===== config.mk =====
export PLATFORM = sky130hd
export DESIGN_NAME = rgb_led_pulse_width_encoder_unit_flat
export DESIGN_NICKNAME = d
export VERILOG_FILES = /design/src/rtl/rgbpwe_pkg.sv /design/src/rtl/rgbpwe_if.sv /design/src/rtl/rgbpwe_front.sv /design/src/rtl/rgbpwe_queue.sv /design/src/rtl/rgbpwe_back.sv /design/src/rtl/rgb_led_pulse_width_encoder_unit.sv /design/src/flat_wrapper.sv
export SDC_FILE = /design/constraint.sdc
export NUM_CORES = 1
export LEC_CHECK = 0
export BUFFER_PORTS_ARGS = -buffer_cell sky130_fd_sc_hd__buf_2
export CELL_PAD_IN_SITES_DETAIL_PLACEMENT = 1
export CELL_PAD_IN_SITES_GLOBAL_PLACEMENT = 2
export CORE_UTILIZATION = 36
export CTS_BUF_LIST = sky130_fd_sc_hd__clkbuf_8
export DETAILED_ROUTE_END_ITERATION = 6
export PLACE_DENSITY = 0.75
export SLEW_MARGIN = 20
export SYNTH_ARGS = -nofsm -noshare
export SYNTH_HDL_FRONTEND = slang
export SYNTH_SLANG_ARGS = --single-unit

===== constraint.sdc =====
create_clock -name clk_i -period 3.2 [get_ports clk_i]
set_clock_uncertainty 0.2 [all_clocks]
set_input_delay 0.32 -clock clk_i [delete_from_list [all_inputs] [get_ports clk_i]]
set_output_delay 0.32 -clock clk_i [all_outputs]
set_load 0.01 [all_outputs]

===== src/rtl/rgbpwe_pkg.sv =====
package rgbpwe_pkg;

  localparam int unsigned BitsPerPixel = 24;
  localparam int unsigned TickW = 16;
  localparam int unsigned CfgIdxW = 3;
  localparam int unsigned BitCntW = $clog2(BitsPerPixel);
  localparam logic [BitCntW-1:0] LastBit = BitCntW'(BitsPerPixel - 1);

  typedef enum logic [CfgIdxW-1:0] {
    CFG_ONE_HIGH  = 3'd0,
    CFG_ONE_LOW   = 3'd1,
    CFG_ZERO_HIGH = 3'd2,
    CFG_ZERO_LOW  = 3'd3,
    CFG_RESET_LOW = 3'd4
  } cfg_idx_e;

  localparam logic [TickW-1:0] OneHighRst  = 16'd24;
  localparam logic [TickW-1:0] OneLowRst   = 16'd8;
  localparam logic [TickW-1:0] ZeroHighRst = 16'd10;
  localparam logic [TickW-1:0] ZeroLowRst  = 16'd16;
  localparam logic [TickW-1:0] ResetLowRst = 16'd14400;

  typedef struct packed {
    logic [TickW-1:0] one_high;
    logic [TickW-1:0] one_low;
    logic [TickW-1:0] zero_high;
    logic [TickW-1:0] zero_low;
    logic [TickW-1:0] reset_low;
  } cfg_t;

  typedef struct packed {
    logic [BitsPerPixel-1:0] bits;
    logic                    frame_start;
  } word_t;

  typedef struct packed {
    logic             pin_level;
    logic [TickW-1:0] duration;
    logic             last;
  } seg_t;

  // A duration of zero would be meaningless on the line, so it counts as one tick.
  function automatic logic [TickW-1:0] min_one(input logic [TickW-1:0] v);
    logic [TickW-1:0] r;
    r = (v == '0) ? TickW'(1) : v;
    return r;
  endfunction

endpackage


===== src/rtl/rgbpwe_if.sv =====
interface rgbpwe_pixel_if;
  logic       valid;
  logic       ready;
  logic [7:0] red;
  logic [7:0] green;
  logic [7:0] blue;
  logic       frame_start;

  modport source (output valid, output red, output green, output blue,
                  output frame_start, input ready);
  modport sink (input valid, input red, input green, input blue,
                input frame_start, output ready);
endinterface

interface rgbpwe_seg_if;
  logic        valid;
  logic        ready;
  logic        pin_level;
  logic [15:0] duration;
  logic        last;

  modport source (output valid, output pin_level, output duration, output last,
                  input ready);
  modport sink (input valid, input pin_level, input duration, input last,
                output ready);
endinterface


===== src/rtl/rgbpwe_front.sv =====
module rgbpwe_front
  import rgbpwe_pkg::*;
(
  input  logic         clk_i,
  input  logic         rst_ni,
  rgbpwe_pixel_if.sink pix_i,
  output logic         push_o,
  output word_t        push_word_o,
  input  logic         push_ready_i
);

  logic  valid_q, valid_d;
  word_t word_q, word_d;
  logic  accept;

  assign pix_i.ready = !valid_q || push_ready_i;
  assign accept      = pix_i.valid && pix_i.ready;
  assign push_o      = valid_q;
  assign push_word_o = word_q;

  // The wire order is green, red, blue, each byte most significant bit first.
  always_comb begin
    word_d  = word_q;
    valid_d = valid_q;
    if (push_o && push_ready_i) begin
      valid_d = 1'b0;
    end
    if (accept) begin
      valid_d          = 1'b1;
      word_d.bits      = {pix_i.green, pix_i.red, pix_i.blue};
      word_d.frame_start = pix_i.frame_start;
    end
  end

  always_ff @(posedge clk_i or negedge rst_ni) begin
    if (!rst_ni) begin
      valid_q <= 1'b0;
    end else begin
      valid_q <= valid_d;
    end
  end

  always_ff @(posedge clk_i) begin
    word_q <= word_d;
  end

endmodule


===== src/rtl/rgbpwe_queue.sv =====
module rgbpwe_queue
  import rgbpwe_pkg::*;
#(
  parameter int unsigned Depth = 2
) (
  input  logic  clk_i,
  input  logic  rst_ni,
  input  logic  push_i,
  input  word_t push_word_i,
  output logic  push_ready_o,
  output logic  pop_valid_o,
  output word_t pop_word_o,
  input  logic  pop_i
);

  localparam int unsigned PtrW = $clog2(Depth);
  localparam int unsigned CntW = $clog2(Depth + 1);
  localparam logic [PtrW-1:0] PtrLast = PtrW'(Depth - 1);
  localparam logic [CntW-1:0] CntFull = CntW'(Depth);

  word_t           mem_q [Depth];
  logic [PtrW-1:0] wr_ptr_q, wr_ptr_d;
  logic [PtrW-1:0] rd_ptr_q, rd_ptr_d;
  logic [CntW-1:0] cnt_q, cnt_d;
  logic            do_push, do_pop;

  assign push_ready_o = cnt_q != CntFull;
  assign pop_valid_o  = cnt_q != '0;
  assign pop_word_o   = mem_q[rd_ptr_q];
  assign do_push      = push_i && push_ready_o;
  assign do_pop       = pop_i && pop_valid_o;

  always_comb begin
    wr_ptr_d = wr_ptr_q;
    rd_ptr_d = rd_ptr_q;
    cnt_d    = cnt_q;
    if (do_push) begin
      wr_ptr_d = (wr_ptr_q == PtrLast) ? '0 : wr_ptr_q + PtrW'(1);
    end
    if (do_pop) begin
      rd_ptr_d = (rd_ptr_q == PtrLast) ? '0 : rd_ptr_q + PtrW'(1);
    end
    if (do_push && !do_pop) begin
      cnt_d = cnt_q + CntW'(1);
    end else if (do_pop && !do_push) begin
      cnt_d = cnt_q - CntW'(1);
    end
  end

  always_ff @(posedge clk_i or negedge rst_ni) begin
    if (!rst_ni) begin
      wr_ptr_q <= '0;
      rd_ptr_q <= '0;
      cnt_q    <= '0;
    end else begin
      wr_ptr_q <= wr_ptr_d;
      rd_ptr_q <= rd_ptr_d;
      cnt_q    <= cnt_d;
    end
  end

  always_ff @(posedge clk_i) begin
    if (do_push) begin
      mem_q[wr_ptr_q] <= push_word_i;
    end
  end

  assert property (@(posedge clk_i) disable iff (!rst_ni) cnt_q <= CntFull)
    else $error("queue fill count exceeds its depth");
  assert property (@(posedge clk_i) disable iff (!rst_ni)
                   (cnt_q == '0) |-> (wr_ptr_q == rd_ptr_q))
    else $error("empty queue with pointers apart");
  assert property (@(posedge clk_i) disable iff (!rst_ni)
                   (do_push && !do_pop) |=> (cnt_q == $past(cnt_q) + CntW'(1)))
    else $error("queue count missed a push");

endmodule


===== src/rtl/rgbpwe_back.sv =====
module rgbpwe_back
  import rgbpwe_pkg::*;
(
  input  logic           clk_i,
  input  logic           rst_ni,
  input  cfg_t           cfg_i,
  input  logic           q_valid_i,
  input  word_t          q_word_i,
  output logic           q_pop_o,
  rgbpwe_seg_if.source   seg_o
);

  logic                    busy_q, busy_d;
  logic                    rst_pend_q, rst_pend_d;
  logic                    phase_q, phase_d;
  logic [BitCntW-1:0]      cnt_q, cnt_d;
  logic [BitsPerPixel-1:0] bits_q, bits_d;
  logic                    out_valid_q, out_valid_d;
  seg_t                    seg_q, seg_d, seg_next;
  logic                    out_free, emit, fin_emit, load, cur_bit;

  assign out_free = !out_valid_q || seg_o.ready;
  assign emit     = out_free && busy_q;
  assign fin_emit = emit && phase_q && !rst_pend_q && (cnt_q == LastBit);
  assign load     = q_valid_i && (!busy_q || fin_emit);
  assign q_pop_o  = load;
  assign cur_bit  = bits_q[BitsPerPixel-1];

  always_comb begin
    seg_next = '0;
    if (rst_pend_q) begin
      seg_next.pin_level = 1'b0;
      seg_next.duration  = cfg_i.reset_low;
      seg_next.last      = 1'b0;
    end else if (!phase_q) begin
      seg_next.pin_level = 1'b1;
      seg_next.duration  = cur_bit ? cfg_i.one_high : cfg_i.zero_high;
      seg_next.last      = 1'b0;
    end else begin
      seg_next.pin_level = 1'b0;
      seg_next.duration  = cur_bit ? cfg_i.one_low : cfg_i.zero_low;
      seg_next.last      = cnt_q == LastBit;
    end
  end

  always_comb begin
    busy_d      = busy_q;
    rst_pend_d  = rst_pend_q;
    phase_d     = phase_q;
    cnt_d       = cnt_q;
    bits_d      = bits_q;
    out_valid_d = out_valid_q;
    seg_d       = seg_q;
    if (seg_o.ready) begin
      out_valid_d = 1'b0;
    end
    if (emit) begin
      out_valid_d = 1'b1;
      seg_d       = seg_next;
      if (rst_pend_q) begin
        rst_pend_d = 1'b0;
      end else if (!phase_q) begin
        phase_d = 1'b1;
      end else begin
        phase_d = 1'b0;
        bits_d  = {bits_q[BitsPerPixel-2:0], 1'b0};
        cnt_d   = cnt_q + BitCntW'(1);
      end
    end
    if (fin_emit) begin
      busy_d = 1'b0;
    end
    if (load) begin
      busy_d     = 1'b1;
      bits_d     = q_word_i.bits;
      rst_pend_d = q_word_i.frame_start;
      phase_d    = 1'b0;
      cnt_d      = '0;
    end
  end

  always_ff @(posedge clk_i or negedge rst_ni) begin
    if (!rst_ni) begin
      busy_q      <= 1'b0;
      rst_pend_q  <= 1'b0;
      phase_q     <= 1'b0;
      cnt_q       <= '0;
      out_valid_q <= 1'b0;
    end else begin
      busy_q      <= busy_d;
      rst_pend_q  <= rst_pend_d;
      phase_q     <= phase_d;
      cnt_q       <= cnt_d;
      out_valid_q <= out_valid_d;
    end
  end

  always_ff @(posedge clk_i) begin
    bits_q <= bits_d;
    seg_q  <= seg_d;
  end

  assign seg_o.valid     = out_valid_q;
  assign seg_o.pin_level = seg_q.pin_level;
  assign seg_o.duration  = seg_q.duration;
  assign seg_o.last      = seg_q.last;

  assert property (@(posedge clk_i) disable iff (!rst_ni)
                   (out_valid_q && seg_q.last) |-> !seg_q.pin_level)
    else $error("closing word of a pixel is not a low segment");
  assert property (@(posedge clk_i) disable iff (!rst_ni)
                   busy_q |-> (cnt_q <= LastBit))
    else $error("bit counter ran past the pixel");
  assert property (@(posedge clk_i) disable iff (!rst_ni)
                   (busy_q && rst_pend_q) |-> (cnt_q == '0 && !phase_q))
    else $error("frame reset segment pending in the middle of a pixel");
  assert property (@(posedge clk_i) disable iff (!rst_ni)
                   q_pop_o |-> (!busy_q || fin_emit))
    else $error("next pixel taken while the current one is unfinished");

endmodule


===== src/rtl/rgb_led_pulse_width_encoder_unit.sv =====
// The first segment word of a pixel passes the front register, the queue and the segment generator,
// which registers it for the output, when the queue and the segment generator are empty.
// Throughput: one segment word per cycle while the sink is ready, 48 words per pixel, 49 for the first
// of a frame, from the single segment generator; pixels queue up in the meantime.
// Reset clears the pipeline and the queue and returns all durations to their default values.
module rgb_led_pulse_width_encoder_unit
  import rgbpwe_pkg::*;
#(
  parameter int unsigned QueueDepth = 2
) (
  input  logic                clk_i,
  input  logic                rst_ni,
  rgbpwe_pixel_if.sink        pix_i,
  rgbpwe_seg_if.source        seg_o,
  input  logic                cfg_we_i,
  input  logic [CfgIdxW-1:0]  cfg_idx_i,
  input  logic [TickW-1:0]    cfg_data_i
);

  cfg_t  cfg_q, cfg_d;
  logic  push, push_ready, q_valid, q_pop;
  word_t push_word, q_word;

  always_comb begin
    cfg_d = cfg_q;
    if (cfg_we_i) begin
      case (cfg_idx_i)
        CFG_ONE_HIGH:  cfg_d.one_high  = min_one(cfg_data_i);
        CFG_ONE_LOW:   cfg_d.one_low   = min_one(cfg_data_i);
        CFG_ZERO_HIGH: cfg_d.zero_high = min_one(cfg_data_i);
        CFG_ZERO_LOW:  cfg_d.zero_low  = min_one(cfg_data_i);
        CFG_RESET_LOW: cfg_d.reset_low = min_one(cfg_data_i);
        default:       cfg_d = cfg_q;
      endcase
    end
  end

  always_ff @(posedge clk_i or negedge rst_ni) begin
    if (!rst_ni) begin
      cfg_q.one_high  <= OneHighRst;
      cfg_q.one_low   <= OneLowRst;
      cfg_q.zero_high <= ZeroHighRst;
      cfg_q.zero_low  <= ZeroLowRst;
      cfg_q.reset_low <= ResetLowRst;
    end else begin
      cfg_q <= cfg_d;
    end
  end

  rgbpwe_front u_front (
    .clk_i        (clk_i),
    .rst_ni       (rst_ni),
    .pix_i        (pix_i),
    .push_o       (push),
    .push_word_o  (push_word),
    .push_ready_i (push_ready)
  );

  rgbpwe_queue #(
    .Depth (QueueDepth)
  ) u_queue (
    .clk_i        (clk_i),
    .rst_ni       (rst_ni),
    .push_i       (push),
    .push_word_i  (push_word),
    .push_ready_o (push_ready),
    .pop_valid_o  (q_valid),
    .pop_word_o   (q_word),
    .pop_i        (q_pop)
  );

  rgbpwe_back u_back (
    .clk_i     (clk_i),
    .rst_ni    (rst_ni),
    .cfg_i     (cfg_q),
    .q_valid_i (q_valid),
    .q_word_i  (q_word),
    .q_pop_o   (q_pop),
    .seg_o     (seg_o)
  );

endmodule


===== src/flat_wrapper.sv =====
// flat-port wrapper written by rule: the top's interface ports become plain ports
module rgb_led_pulse_width_encoder_unit_flat import rgbpwe_pkg::*;
#(
  parameter int unsigned QueueDepth = 2
)
  (clk_i, rst_ni, cfg_we_i, cfg_idx_i, cfg_data_i, pix_i_valid, pix_i_red, pix_i_green, pix_i_blue, pix_i_frame_start, pix_i_ready, seg_o_valid, seg_o_pin_level, seg_o_duration, seg_o_last, seg_o_ready);
  rgbpwe_pixel_if pix_i_i ();
  rgbpwe_seg_if seg_o_i ();
  input  logic clk_i;
  input  logic rst_ni;
  input  logic cfg_we_i;
  input  logic [CfgIdxW-1:0] cfg_idx_i;
  input  logic [TickW-1:0] cfg_data_i;
  input wire logic [$bits(pix_i_i.valid)-1:0] pix_i_valid;
  input wire logic [$bits(pix_i_i.red)-1:0] pix_i_red;
  input wire logic [$bits(pix_i_i.green)-1:0] pix_i_green;
  input wire logic [$bits(pix_i_i.blue)-1:0] pix_i_blue;
  input wire logic [$bits(pix_i_i.frame_start)-1:0] pix_i_frame_start;
  output wire logic [$bits(pix_i_i.ready)-1:0] pix_i_ready;
  output wire logic [$bits(seg_o_i.valid)-1:0] seg_o_valid;
  output wire logic [$bits(seg_o_i.pin_level)-1:0] seg_o_pin_level;
  output wire logic [$bits(seg_o_i.duration)-1:0] seg_o_duration;
  output wire logic [$bits(seg_o_i.last)-1:0] seg_o_last;
  input wire logic [$bits(seg_o_i.ready)-1:0] seg_o_ready;
  assign pix_i_i.valid = pix_i_valid;
  assign pix_i_i.red = pix_i_red;
  assign pix_i_i.green = pix_i_green;
  assign pix_i_i.blue = pix_i_blue;
  assign pix_i_i.frame_start = pix_i_frame_start;
  assign pix_i_ready = pix_i_i.ready;
  assign seg_o_valid = seg_o_i.valid;
  assign seg_o_pin_level = seg_o_i.pin_level;
  assign seg_o_duration = seg_o_i.duration;
  assign seg_o_last = seg_o_i.last;
  assign seg_o_i.ready = seg_o_ready;
  rgb_led_pulse_width_encoder_unit #(.QueueDepth(QueueDepth)) u_core (.clk_i(clk_i), .rst_ni(rst_ni), .pix_i(pix_i_i), .seg_o(seg_o_i), .cfg_we_i(cfg_we_i), .cfg_idx_i(cfg_idx_i), .cfg_data_i(cfg_data_i));
endmodule

==> impl_metrics.yaml <==
outcome:
  status: "complete, no violations"
worst_setup_path:
  r2r-end: "u_core.u_back.bits_q[1]$_DFFE_PP_"
  cp_max_fo: 24
  worstSetupPathType: "reg -> reg"
  worstSetupEndpointType: "flop"
  rrSetupSlack_ps: 880
  path_buf_inv: 1
  startpoint: "u_core.u_back.seg_o.valid$_DFFE_PN0P_"
  crit_family: "simple AND/OR/NAND/NOR gates"
  cpMaxStageDelayCell: "nor2b_1"
  arrival_ps: 2350
  cp_data_required_time_ps: 3240
  max_stage_delay_ps: 760
  cp.depth: 4
  r2r_start: "u_core.u_back.seg_o.valid$_DFFE_PN0P_"
  cp_cell_sequence: "nor2b_1, or4_1, buf_4, a22oi_1"
  crit_end: "u_core.u_back.bits_q[1]$_DFFE_PP_"
  start_kind: "flop"
  rr_worst_depth: 4
synth:
  synth_seq_area_share_pct: 67.5
  synth_edf_count: 117
  synth_area_mm2: 0.00870
  synth-seq-cells: 211
  synth_cell_types: 48
  ys.warnings.count: 0
  syn_nets: 581
  synthArstFlopShare_pct: 44.5
  syn_area_per_cell_um2: 16.4
  synth_cells: 530
  synth_flop_cell: "edfxtp_1"
layout:
  insertedDiodeCount: 0
  area_delta_synth_final_pct: 21.5
  postLayoutCellArea_mm2: 0.0106
  multi_input_area_mm2: 0.00272
  drive_gt1_share_pct: 40.3
  nets: 715
  fillers: 2357
  register_area_mm2: 0.00588
  fin_util_pct: 44.8
sta:
  max_freq_ghz: 0.432
  hold_violations: 0
  maxSlewViolCount: 0
  fin_crit_ps: 2320
  setup_viol_count_final: 0
  min_period_over_period_pct: 72.4
  rsz0062_at_grt: "no"
  max-slew-margin-rel_pct: 37.1
  holdWs_ps: 61.6
  fin_setup_tns_ps: 0
  worst_slew_pin_slew_ps: 941
clock_network:
  clockBufferDepth: 3
  path_clk_slew_ps: 50
  clock_latency_ps: 540
  htree_levels: 2
  cts_buffers: 36
  clock_sinks: 211
  cts_root_buf: "clkbuf_8"
  cts_tree: "built"
floorplanning:
  io_pins: 69
  die-area_mm2: 0.0248
  start_util_pct: 36.9
  die_h_um: 157
  die_x_um: 157
  rows: 56
  coreArea_mm2: 0.0236
detailed_routing:
  dr.pass1.iters: 4
  drc_errors: 0
  wirelength_mm: 17.9
  via_per_inst: 4.90
  ant_nets: 0
  routedWlPerCell_um: 17.7
  drtIter0Drc: 220
  num_vias: 4954
global_routing:
  grt_max_degree: 93
  globalRouteOverflowTotal: 0
  gr-usage-all-layers_pct: 15.3
  grt_antenna_before_repair: 0
  grt_pass1_wl_mm: 29.0
  grt_pass1_vias: 5455
pwr:
  report.power.total_uw: 7910
  power_density_mw_per_mm2: 748
  irDropWorstVdd_uv: 357
  p_leak_uw: 0.00408
placed_design:
  dpl-instance-area_mm2: 0.00949
  gp_congestion: 0.713
  port_buffers: 68
  place_hpwl_mm: 10.8
worst_hold_path:
  hold_class: "in -> reg"
run:
  maxCapViolations: 0
==> timing repair <==
action,in CTS,in global routing
endpoints found under the hold margin,190,0
hold buffers,43,0
resized for setup,0,0
buffers inserted,0,0
==> cells in the mapped netlist, types with 3 or more instances <==
master	number	area (um2)
nor4_1	3	18.8
a211oi_1	23	173
a21oi_1	4	20.0
buf_2	15	75.1
nor2b_1	26	163
a22oi_2	20	250
edfxtp_1	117	3510
mux4_2	16	360
mux2_2	90	1010
buf_1	3	11.3
inv_1	3	11.3
clkbuf_1	13	48.8
dfstp_2	10	263
nand2b_1	5	31.3
dfrtp_1	84	2100
nor2_1	34	128
nand2_1	6	22.5
nand4_1	3	18.8
a22oi_1	8	60.1
o31ai_1	4	30.0
or4_1	4	30.0
nor4bb_1	3	30.0
==> layout by cell type, fill, tap and decap left out, types with 2 or more instances in the layout <==
cell type      instances
mux2_1                 2
clkinv_2               5
nor4bb_4               3
inv_1                 21
edfxtp_1             117
buf_4                 18
a22o_1                 2
o31ai_1                4
nor2_2                 2
nand2_1                6
a22oi_2               20
nor3_1                 2
nand2b_1               5
a21oi_1                4
ha_1                   2
nor2_1                32
nand3_1                2
nor4_1                 3
xnor2_1                2
dlygate4sd3_1         43
clkinv_1               2
a22oi_1                8
mux2i_1                2
mux4_2                16
xor2_1                 2
nand3b_1               2
dfrtp_1               84
nor2b_1               26
clkbuf_8              39
or4_1                  4
mux2_2                90
a211oi_1              23
buf_2                 67
dfstp_2               10
nand4_1                3
==> layer usage <==
metal,up-vias,share of wire [%],global-route usage (%)
met2,101,51,26.5
li1,2306,-,-
met1,2505,43,18.3
met3,42,4.0,3.39
met5,-,0,0
met4,0,2.5,6.24
==> through the flow <==
step / setup WS, ps / cells
after floorplan: 230 / 530
after global placement: 907 / 902
after detailed placement: 847 / 902
after CTS: 910 / 1011
after global routing: 743 / 1011
final: 884 / 1011
==> where the power goes <==
group,internal (uW),total [uW],switching (uW)
sequential,3650,3930,270
combinational,835,1790,958
clock,1130,2190,1060
total,5620,7910,2290
==> tightest hold or removal path: stages <==
cell	delay [ps]
buf_2	100
nand2b_1	220
nand2_1	80
==> worst min-delay path by stage <==
stage,from,end,slack (ps),cells past startpoint
after floorplan,rst_ni,u_core.cfg_q[0]$_DFFE_PN0P_,-180,0
after global placement,u_core.u_front.push_word_o[14]$_DFFE_PP_,u_core.u_queue.mem_q[0][14]$_DFFE_PP_,230,0
after detailed placement,u_core.u_front.push_word_o[11]$_DFFE_PP_,u_core.u_queue.mem_q[0][11]$_DFFE_PP_,230,0
after CTS,seg_o_ready,u_core.u_back.seg_o.valid$_DFFE_PN0P_,50,3
after global routing,seg_o_ready,u_core.u_back.seg_o.valid$_DFFE_PN0P_,70,3
final,seg_o_ready,u_core.u_back.seg_o.valid$_DFFE_PN0P_,60,3
==> kinds of logic after synthesis <==
logic type / after synthesis / synth area share [%]
AOI/OAI and AO/OA: 69 / 7.15
xor gates and xnor gates: 4 / 0.403
adders and majority gates: 2 / 0.287
buffers and inverters: 36 / 1.94
DFF: 211 / 67.5
muxes: 110 / 16.3
and+or+nand+nor: 98 / 6.41
==> layout make-up <==
type                    instances  area share, %
well taps                     319           3.77
clock buffers                  39           5.07
clock inverters                27           1.18
inverters                       3          0.106
repair buffers                129           8.62
flip-flops and latches        211           55.6
multi-input cells             283           25.7
==> state kept, by name, summed over array words and instances, names as in the netlist <==
name,cells
u_core.cfg_q,80
u_core.u_back.bits_q,24
u_core.u_back.busy_q,1
u_core.u_back.cnt_q,5
u_core.u_back.phase_q,1
u_core.u_back.rst_pend_q,1
u_core.u_back.seg_o.duration,16
u_core.u_back.seg_o.last,1
u_core.u_back.seg_o.pin_level,1
u_core.u_back.seg_o.valid,1
u_core.u_front.push_o,1
u_core.u_front.push_word_o,25
u_core.u_queue.cnt_q,2
u_core.u_queue.mem_q,50
u_core.u_queue.rd_ptr_q,1
u_core.u_queue.wr_ptr_q,1
(Power assumes the default switching activity.)
